### config.mk
export PLATFORM = sky130hd
export DESIGN_NAME = yuyv_to_rgb565_converter
export DESIGN_NICKNAME = d
export VERILOG_FILES = /design/src/rtl/core/yrgb_pkg.sv /design/src/rtl/core/yrgb_mult_stage.sv /design/src/rtl/core/yrgb_sum_clamp.sv /design/src/rtl/core/yrgb_gain_pack.sv /design/src/rtl/core/yuyv_to_rgb565_converter.sv
export SDC_FILE = /design/constraint.sdc
export NUM_CORES = 2
export LEC_CHECK = 0
export ABC_AREA = 1
export BUFFER_PORTS_ARGS = -buffer_cell sky130_fd_sc_hd__clkbuf_2
export CORE_MARGIN = 3
export CORE_UTILIZATION = 40
export DETAILED_ROUTE_END_ITERATION = 6
export REMOVE_ABC_BUFFERS = 1
export SLEW_MARGIN = 20
export SYNTH_ARGS = -nofsm -noshare
export SYNTH_HDL_FRONTEND = slang
export SYNTH_SLANG_ARGS = --single-unit
### constraint.sdc
create_clock -name clk -period 6.6 [get_ports clk]
set_clock_uncertainty 0.1 [all_clocks]
set_input_delay 0.33 -clock clk [delete_from_list [all_inputs] [get_ports clk]]
set_output_delay 0.33 -clock clk [all_outputs]
set_load 0.02 [all_outputs]
### src/rtl/core/yrgb_pkg.sv
// Package: types and constants shared by the YUYV to RGB565 converter.
`timescale 1ns / 1ps
`default_nettype none

package yrgb_pkg;

  localparam int BYTE_W = 8;
  localparam int PIX_W  = 16;
  localparam int GAIN_W = 9;
  localparam int COEF_W = 19;
  localparam int DIFF_W = 9;
  localparam int PROD_W = 27;
  localparam int SUM_W  = 28;

  localparam logic signed [COEF_W-1:0] COEF_Y       = 19'sd76309;
  localparam logic signed [COEF_W-1:0] COEF_U_BLUE  = 19'sd132201;
  localparam logic signed [COEF_W-1:0] COEF_U_GREEN = -19'sd25674;
  localparam logic signed [COEF_W-1:0] COEF_V_GREEN = -19'sd53278;
  localparam logic signed [COEF_W-1:0] COEF_V_RED   = 19'sd104597;

  localparam logic signed [DIFF_W-1:0] LUMA_OFFSET   = 9'sd16;
  localparam logic signed [DIFF_W-1:0] CHROMA_OFFSET = 9'sd128;

  localparam logic [GAIN_W-1:0] GAIN_RESET = 9'd220;
  localparam logic [GAIN_W-1:0] GAIN_MAX   = 9'd256;

  typedef struct packed {
    logic [BYTE_W-1:0] luma_first;
    logic [BYTE_W-1:0] chroma_blue;
    logic [BYTE_W-1:0] luma_second;
    logic [BYTE_W-1:0] chroma_red;
    logic              last_in_frame;
  } yrgb_in_t;

  typedef struct packed {
    logic [PIX_W-1:0] pixel_first;
    logic [PIX_W-1:0] pixel_second;
    logic             frame_end;
  } yrgb_out_t;

  // Coefficient products of one pair.
  typedef struct packed {
    logic signed [PROD_W-1:0] luma_first;
    logic signed [PROD_W-1:0] luma_second;
    logic signed [PROD_W-1:0] u_blue;
    logic signed [PROD_W-1:0] u_green;
    logic signed [PROD_W-1:0] v_green;
    logic signed [PROD_W-1:0] v_red;
    logic                     last;
  } yrgb_prod_t;

  typedef struct packed {
    logic [BYTE_W-1:0] red;
    logic [BYTE_W-1:0] green;
    logic [BYTE_W-1:0] blue;
  } yrgb_rgb_t;

  // Clamped channels of one pair.
  typedef struct packed {
    yrgb_rgb_t first;
    yrgb_rgb_t second;
    logic      last;
  } yrgb_chan_t;

endpackage

`default_nettype wire

### src/rtl/core/yrgb_mult_stage.sv
// Stage 1: offset removal and coefficient multiplies.
`timescale 1ns / 1ps
`default_nettype none

module yrgb_mult_stage
  import yrgb_pkg::*;
(
  input  wire logic       clk,
  input  wire logic       rst_n,
  input  wire logic       in_valid,
  input  wire yrgb_in_t   in_data,
  output logic            out_valid,
  output yrgb_prod_t      out_data
);

  logic signed [DIFF_W-1:0] y0_d, y1_d, u_d, v_d;
  yrgb_prod_t prod_nxt, prod_r;
  logic       valid_r;

  always_comb begin
    y0_d = $signed({1'b0, in_data.luma_first})  - LUMA_OFFSET;
    y1_d = $signed({1'b0, in_data.luma_second}) - LUMA_OFFSET;
    u_d  = $signed({1'b0, in_data.chroma_blue}) - CHROMA_OFFSET;
    v_d  = $signed({1'b0, in_data.chroma_red})  - CHROMA_OFFSET;
    prod_nxt.luma_first  = PROD_W'(y0_d * COEF_Y);
    prod_nxt.luma_second = PROD_W'(y1_d * COEF_Y);
    prod_nxt.u_blue      = PROD_W'(u_d * COEF_U_BLUE);
    prod_nxt.u_green     = PROD_W'(u_d * COEF_U_GREEN);
    prod_nxt.v_green     = PROD_W'(v_d * COEF_V_GREEN);
    prod_nxt.v_red       = PROD_W'(v_d * COEF_V_RED);
    prod_nxt.last        = in_data.last_in_frame;
  end

  always_ff @(posedge clk) begin
    if (!rst_n) begin
      valid_r <= 1'b0;
    end else begin
      valid_r <= in_valid;
    end
  end

  always_ff @(posedge clk) begin
    if (in_valid) begin
      prod_r <= prod_nxt;
    end
  end

  assign out_valid = valid_r;
  assign out_data  = prod_r;

endmodule

`default_nettype wire

### src/rtl/core/yrgb_sum_clamp.sv
// Stage 2: channel sums, floor shift by 16 and clamp to 0..255.
`timescale 1ns / 1ps
`default_nettype none

module yrgb_sum_clamp
  import yrgb_pkg::*;
(
  input  wire logic       clk,
  input  wire logic       rst_n,
  input  wire logic       in_valid,
  input  wire yrgb_prod_t in_data,
  output logic            out_valid,
  output yrgb_chan_t      out_data
);

  function automatic logic [BYTE_W-1:0] clamp_byte(input logic signed [SUM_W-1:0] sum);
    logic [BYTE_W-1:0] res;
    if (sum[SUM_W-1]) begin
      res = '0;
    end else if (|sum[SUM_W-2:24]) begin
      res = '1;
    end else begin
      res = sum[23:16];
    end
    return res;
  endfunction

  logic signed [SUM_W-1:0] ext_y0, ext_y1, ext_ub, ext_ug, ext_vg, ext_vr;
  yrgb_chan_t chan_nxt, chan_r;
  logic       valid_r;

  always_comb begin
    ext_y0 = SUM_W'(in_data.luma_first);
    ext_y1 = SUM_W'(in_data.luma_second);
    ext_ub = SUM_W'(in_data.u_blue);
    ext_ug = SUM_W'(in_data.u_green);
    ext_vg = SUM_W'(in_data.v_green);
    ext_vr = SUM_W'(in_data.v_red);
    chan_nxt.first.red    = clamp_byte(ext_y0 + ext_vr);
    chan_nxt.first.green  = clamp_byte(ext_y0 + ext_ug + ext_vg);
    chan_nxt.first.blue   = clamp_byte(ext_y0 + ext_ub);
    chan_nxt.second.red   = clamp_byte(ext_y1 + ext_vr);
    chan_nxt.second.green = clamp_byte(ext_y1 + ext_ug + ext_vg);
    chan_nxt.second.blue  = clamp_byte(ext_y1 + ext_ub);
    chan_nxt.last         = in_data.last;
  end

  always_ff @(posedge clk) begin
    if (!rst_n) begin
      valid_r <= 1'b0;
    end else begin
      valid_r <= in_valid;
    end
  end

  always_ff @(posedge clk) begin
    if (in_valid) begin
      chan_r <= chan_nxt;
    end
  end

  assign out_valid = valid_r;
  assign out_data  = chan_r;

endmodule

`default_nettype wire

### src/rtl/core/yrgb_gain_pack.sv
// Stage 3: gain scaling and RGB565 packing into the output register.
`timescale 1ns / 1ps
`default_nettype none

module yrgb_gain_pack
  import yrgb_pkg::*;
(
  input  wire logic              clk,
  input  wire logic              rst_n,
  input  wire logic              in_valid,
  input  wire yrgb_chan_t        in_data,
  input  wire logic [GAIN_W-1:0] gain,
  output logic                   out_valid,
  output yrgb_out_t              out_data
);

  function automatic logic [BYTE_W-1:0] scale(input logic [BYTE_W-1:0] c,
                                              input logic [GAIN_W-1:0] g);
    logic [BYTE_W+GAIN_W-1:0] p;
    p = {{GAIN_W{1'b0}}, c} * {{BYTE_W{1'b0}}, g};
    // g never exceeds 256, so the scaled value fits in a byte
    return p[2*BYTE_W-1:BYTE_W];
  endfunction

  function automatic logic [PIX_W-1:0] pack(input yrgb_rgb_t px, input logic [GAIN_W-1:0] g);
    logic [BYTE_W-1:0] r, gr, b;
    r  = scale(px.red, g);
    gr = scale(px.green, g);
    b  = scale(px.blue, g);
    return {r[7:3], gr[7:2], b[7:3]};
  endfunction

  logic [GAIN_W-1:0] gain_eff;
  yrgb_out_t         out_nxt, out_r;
  logic              valid_r;

  always_comb begin
    gain_eff             = (gain > GAIN_MAX) ? GAIN_MAX : gain;
    out_nxt.pixel_first  = pack(in_data.first, gain_eff);
    out_nxt.pixel_second = pack(in_data.second, gain_eff);
    out_nxt.frame_end    = in_data.last;
  end

  always_ff @(posedge clk) begin
    if (!rst_n) begin
      valid_r <= 1'b0;
    end else begin
      valid_r <= in_valid;
    end
  end

  always_ff @(posedge clk) begin
    if (in_valid) begin
      out_r <= out_nxt;
    end
  end

  assign out_valid = valid_r;
  assign out_data  = out_r;

endmodule

`default_nettype wire

### src/rtl/core/yuyv_to_rgb565_converter.sv
// Top level: three-stage YUYV 4:2:2 to RGB565 pair converter.
`timescale 1ns / 1ps
`default_nettype none

// Converts one YUYV group (Y0, U, Y1, V) per item into two RGB565 pixels
// sharing the chroma, using BT.601 studio-range Q16 coefficients, a clamp
// to 0..255 and a gain of output_gain/256 (values above 256 act as 256).
// The block takes one item every cycle: busy is always low. Each item
// passes through the register stages and leaves on out_data, marked by
// a one-cycle out_valid strobe; the receiver must take it in that cycle.
// The register stages are: coefficient multiplies, channel sum and clamp,
// gain multiply and pack. Write the gain through cfg_wr_en and cfg_wr_data
// only while no item is in flight; the new gain applies to items accepted
// afterwards.
module yuyv_to_rgb565_converter
  import yrgb_pkg::*;
(
  input  wire logic              clk,
  input  wire logic              rst_n,
  // input item channel
  input  wire logic              start,
  output logic                   busy,
  input  wire yrgb_in_t          in_data,
  // result channel
  output logic                   out_valid,
  output yrgb_out_t              out_data,
  // configuration: output_gain
  input  wire logic              cfg_wr_en,
  input  wire logic [GAIN_W-1:0] cfg_wr_data
);

  logic [GAIN_W-1:0] gain_r;
  logic              in_take;
  logic              s1_valid, s2_valid;
  yrgb_prod_t        s1_data;
  yrgb_chan_t        s2_data;

  // Never stall: every stage advances each cycle.
  assign busy    = 1'b0;
  assign in_take = start & ~busy;

  // Hold the gain register; reset to the default gain.
  always_ff @(posedge clk) begin
    if (!rst_n) begin
      gain_r <= GAIN_RESET;
    end else if (cfg_wr_en) begin
      gain_r <= cfg_wr_data;
    end
  end

  yrgb_mult_stage u_mult (
    .clk       (clk),
    .rst_n     (rst_n),
    .in_valid  (in_take),
    .in_data   (in_data),
    .out_valid (s1_valid),
    .out_data  (s1_data)
  );

  yrgb_sum_clamp u_sum (
    .clk       (clk),
    .rst_n     (rst_n),
    .in_valid  (s1_valid),
    .in_data   (s1_data),
    .out_valid (s2_valid),
    .out_data  (s2_data)
  );

  yrgb_gain_pack u_pack (
    .clk       (clk),
    .rst_n     (rst_n),
    .in_valid  (s2_valid),
    .in_data   (s2_data),
    .gain      (gain_r),
    .out_valid (out_valid),
    .out_data  (out_data)
  );

endmodule

`default_nettype wire

---- Yosys cells after proc, flatten, opt, wreduce, memory -nomap -nowiden ----
Index checks and enable logic that the tools add are counted.
operators by class
  add/sub/neg operators ................... 12
  multiply operators ...................... 12
  order comparisons ....................... 1
  mux-type cells .......................... 7
  reductions and logical operators ........ 6
operator list
  kind                                                                  count
  27-bit by 27-bit adder with 28-bit output                             4
  8-bit by 9-bit multiplier with 16-bit output                          6
  9-bit by 18-bit multiplier with 27-bit output, second input constant  3
  27-bit by 25-bit adder with 28-bit output                             2
  28-bit by 26-bit adder with 28-bit output                             2
  8-bit two-way mux                                                     6
  9-bit by 19-bit multiplier with 27-bit output, second input constant  1
  9-bit by 16-bit multiplier with 25-bit output, second input constant  1
  9-bit by 15-bit multiplier with 24-bit output, second input constant  1
  3-bit OR reduction                                                    6
  8-bit by 5-bit subtractor with 9-bit output, second input constant    2
  8-bit by 8-bit subtractor with 9-bit output, second input constant    2
  9-bit greater-than comparator, second input constant                  1
  9-bit two-way mux                                                     1
word-level totals
  flip-flop bits (word level) ............. 252
  input bits .............................. 46
  output and inout bits ................... 35
  logic and storage cells ................. 59

---- Longest topological paths before layout ----
  depth after elaboration ................. 4
  mapped depth ............................ 27
  mapped depth without buffers ............ 26

---- Modules after synthesis ----
Synthesis repeated with hierarchy kept, for this count alone.
second synthesis, totals
  cell total of the unflattened synthesis .. 6,272
  area, all modules ....................... 47,194.0 sq um
modules (own cells, without submodules)
  module                    instances  cells each  area an instance (sq um)  seq. area each (sq um)
  yrgb_mult_stage           1          2,259       20,240.7                  4,674.5
  yrgb_gain_pack            1          1,913       14,176.1                  1,011.0
  yrgb_sum_clamp            1          2,051       12,428.2                  1,491.4
  yuyv_to_rgb565_converter  1          49          349.1                     180.2

---- Least setup slack after synthesis ----
No wires, ideal clock.
  kind .................................... flip-flop to flip-flop
  start ................................... register gain_r[7]
  end ..................................... register u_pack.out_r (netlist bit u_pack.out_data[5]) (data pin)
  library setup time ...................... 0.261 ns
  arrival time ............................ 4.369 ns
  required time ........................... 6.239 ns
  path slack .............................. 1.870 ns
  stages on the path, launching flop included .. 23
  buffers on the path ..................... 1
  clock period less this slack ............ 4.730 ns
  path through ............................ dfxtp_1 > inv_1 > nand4_1 > nor2_1 > a31oi_1 > nor2_1 > inv_2 > buf_2 > nor2_1 > fa_1 > fa_1 > fa_1 > inv_1 > fa_1 > inv_1 > ha_1 > a21oi_1 > nor2_1 > a211oi_1 > o21ai_0 > a21oi_1 > nand2_1 > xor2_1
RTL lines
  item                    line                            source
  start, declared         yuyv_to_rgb565_converter.sv:32  logic [GAIN_W-1:0] gain_r;
  start signal, assigned  yuyv_to_rgb565_converter.sv:47  gain_r <= cfg_wr_data;
  end signal, assigned    yrgb_gain_pack.sv:54            out_r <= out_nxt;
  end, declared           yrgb_gain_pack.sv:34            yrgb_out_t out_nxt, out_r;

==> results.json <==
{
  "wl_per_cell_um": 17.6,
  "slew_headroom": 0.426,
  "multi_input_area_sq_mm": 0.0332,
  "max_stage_delay_ps": 620,
  "drt_iter0_drc": 2506,
  "hold_path.class": "in -> reg",
  "end_kind": "flop",
  "drv_slew": 0,
  "r2r-end": "u_pack.out_data[16]$_DFFE_PP_",
  "cts.clk_slew.worst_paths_ps": 60,
  "cp_slowest_cell": "inv_2",
  "ys_warn_count": 0,
  "netlist_area_sq_mm": 0.0448,
  "io_pins": 81,
  "cts_resized": 0,
  "route.vias.total": 36800,
  "rrSetupSlack_ps": 810,
  "drive_gt1_frac": 0.0322,
  "crit_path_max_fanout": 34,
  "whs_endpoint": "u_mult.out_data[1]$_DFFE_PP_",
  "synthCells": 5632,
  "dpl_cell_area_sq_mm": 0.0471,
  "die-width_um": 341,
  "setup_violations": 0,
  "final_cell_mix": "1,143 x nand2_1, 1,085 x inv_1, 773 x ha_1",
  "initial_core_util": 0.404,
  "crit_chain": "inv_1, a31oi_1, nor2_1, inv_2, buf_4, nor2_1, fa_1, inv_1, fa_1, inv_1, fa_1, inv_1, fa_1, inv_1, ha_1, a21oi_1, o21ai_0, a221oi_1, nand2_1, xnor2_1",
  "clkLatencyLatePin_ps": 610,
  "grt_max_degree": 87,
  "final_common_cell": "nand2_1",
  "ant_nets": 0,
  "avgSynthCellArea_sq_um": 7.96,
  "startpoint_type": "flop",
  "place_congestion": 1.02,
  "synthFlopType": "edfxtp_1",
  "cp.arrival_ps": 6040,
  "regArea_sq_mm": 0.00736,
  "cts_tree": "yes",
  "fin_setup_tns_ps": 0,
  "cts.path.max_buffers": 3,
  "yosys_register_bits": 249,
  "drv_cap": 0,
  "area_growth_pct": 8.13,
  "max_freq_ghz": 0.173,
  "fin_crit_ps": 5790,
  "antenna_cells": 0,
  "min_period_over_period": 0.878,
  "async_reset_ff_frac": 0,
  "clkSinkCount": 249,
  "synth_cell_types": 53,
  "port_buffers": 79,
  "worst_ep_required_time_ps": 6850,
  "core-area_sq_mm": 0.111,
  "drc_errors": 0,
  "grt_pass1_vias": 36500,
  "synth_edf_count": 237,
  "design_area_sq_mm": 0.0485,
  "hold_viol": 0,
  "cpMostUsedCell": "inv_1",
  "cts_root_buffer": "clkbuf_16",
  "die_h_um": 341,
  "min_from": "in_data[1]",
  "holdWs_ps": 21.4,
  "grt_overflow_total": 0,
  "rr_worst_depth": 20,
  "path_class": "reg -> reg",
  "timing.rr.start": "gain_r[0]$_SDFFE_PN0P_",
  "fillers": 11300,
  "grt_pass1_wl_mm": 204,
  "final_util": 0.437,
  "cts_buffers": 31,
  "crit_path_start": "gain_r[0]$_SDFFE_PN0P_",
  "worst_pin_slew_ps": 858,
  "rsz0062_at_grt": "false",
  "grt_antenna_before_repair": 0,
  "vias_per_cell": 5.07,
  "die_area_sq_mm": 0.116,
  "hold_path_depth": 1,
  "drtPass1Iterations": 6,
  "hpwl_mm": 110,
  "num-nets-final": 7030,
  "yosysSeqAreaShare": 0.164,
  "grt_use_total": 0.221,
  "status": "finished, final reports clean",
  "wl_mm": 128,
  "rows": 122,
  "htree_levels": 1
}
## metal layers
metal	vias up	track usage	wire length [um]
met5	-	0	0
met4	0	0.0577	3950
met3	134	0.0227	6230
met2	831	0.360	57400
met1	17500	0.315	60100
li1	18300	-	-
## timing repair
action | in CTS | in global routing
buffers inserted | 0 | 0
endpoints found under the hold margin | 17 | 0
hold buffers | 25 | 0
## how the worst max path moves through the flow
stage                               endpoint  slack [ps]  cells after the start
6_report       u_pack.out_data[16]$_DFFE_PP_         810                     20
5_1_grt        u_pack.out_data[16]$_DFFE_PP_         390                     20
4_1_cts        u_pack.out_data[16]$_DFFE_PP_         800                     20
3_5_place_dp   u_pack.out_data[16]$_DFFE_PP_         810                     20
3_3_place_gp   u_pack.out_data[16]$_DFFE_PP_        1020                     22
2_1_floorplan  u_pack.out_data[31]$_DFFE_PP_         610                     22
## per-stage QoR
step,cells,worst slack [ps]
finish,7261,806
global placement,7178,1020
detailed placement,7178,811
floorplan,5593,608
global route,7261,386
CTS,7261,803
## critical path: cells and delay by family (launching register included)
| family | cells | cell delay, ps |
|---|---|---|
| buf+inv | 7 | 1220 |
| compound gates | 4 | 1060 |
| fa+ha+maj | 5 | 2230 |
| xor+xnor | 1 | 130 |
| flops | 1 | 380 |
| simple gates | 3 | 430 |
## sequential cells by signal, summed over array words and instances (netlist names)
name              flops
u_mult.out_valid      1
u_sum.out_data       49
u_pack.out_valid      1
u_mult.out_data     155
u_sum.out_valid       1
u_pack.out_data      33
gain_r                9
## Yosys cell counts (all sizes together), types with 10 or more instances
master,n,share of area
nand2,1146,0.096
inv,1093,0.092
ha,773,0.22
nor2,630,0.054
fa,463,0.21
a21oi,338,0.038
edfxtp,237,0.16
nand3,211,0.024
o21ai,169,0.019
xor2,123,0.024
xnor2,78,0.015
nand4,61,0.0085
nor3,55,0.0063
o21bai,46,0.0077
a21o,33,0.0055
buf,26,0.0028
nand3b,20,0.0033
nor4,18,0.0027
a31oi,13,0.0018
clkbuf,13,0.0011
o21a,13,0.0022
dfxtp,12,0.0054
a21boi,10,0.0017
## logic make-up (layout without fill, tap and decap cells)
kind of cell / Yosys count / after routing / share of synthesized area
and+or+nand+nor: 2155 / 2155 / 0.196
adders and majority gates: 1236 / 1236 / 0.422
buffers and inverters: 1133 / 1274 / 0.0955
AOI/OAI and AO/OA: 657 / 657 / 0.0823
DFF: 249 / 249 / 0.164
xor gates and xnor gates: 201 / 201 / 0.0394
other: 1 / 1 / 0.0000836
## area by class of cell
class / instances / share of cell area
clock buffers: 35 / 0.0165
clock inverters: 23 / 0.00748
inverters: 1094 / 0.0847
multi-input cells: 4250 / 0.685
flip-flops and latches: 249 / 0.152
well taps: 1488 / 0.0384
repair buffers: 122 / 0.0162
Power is not shown: default switching activity piles up to over one toggle a cycle in this logic, so the estimate is an artifact.
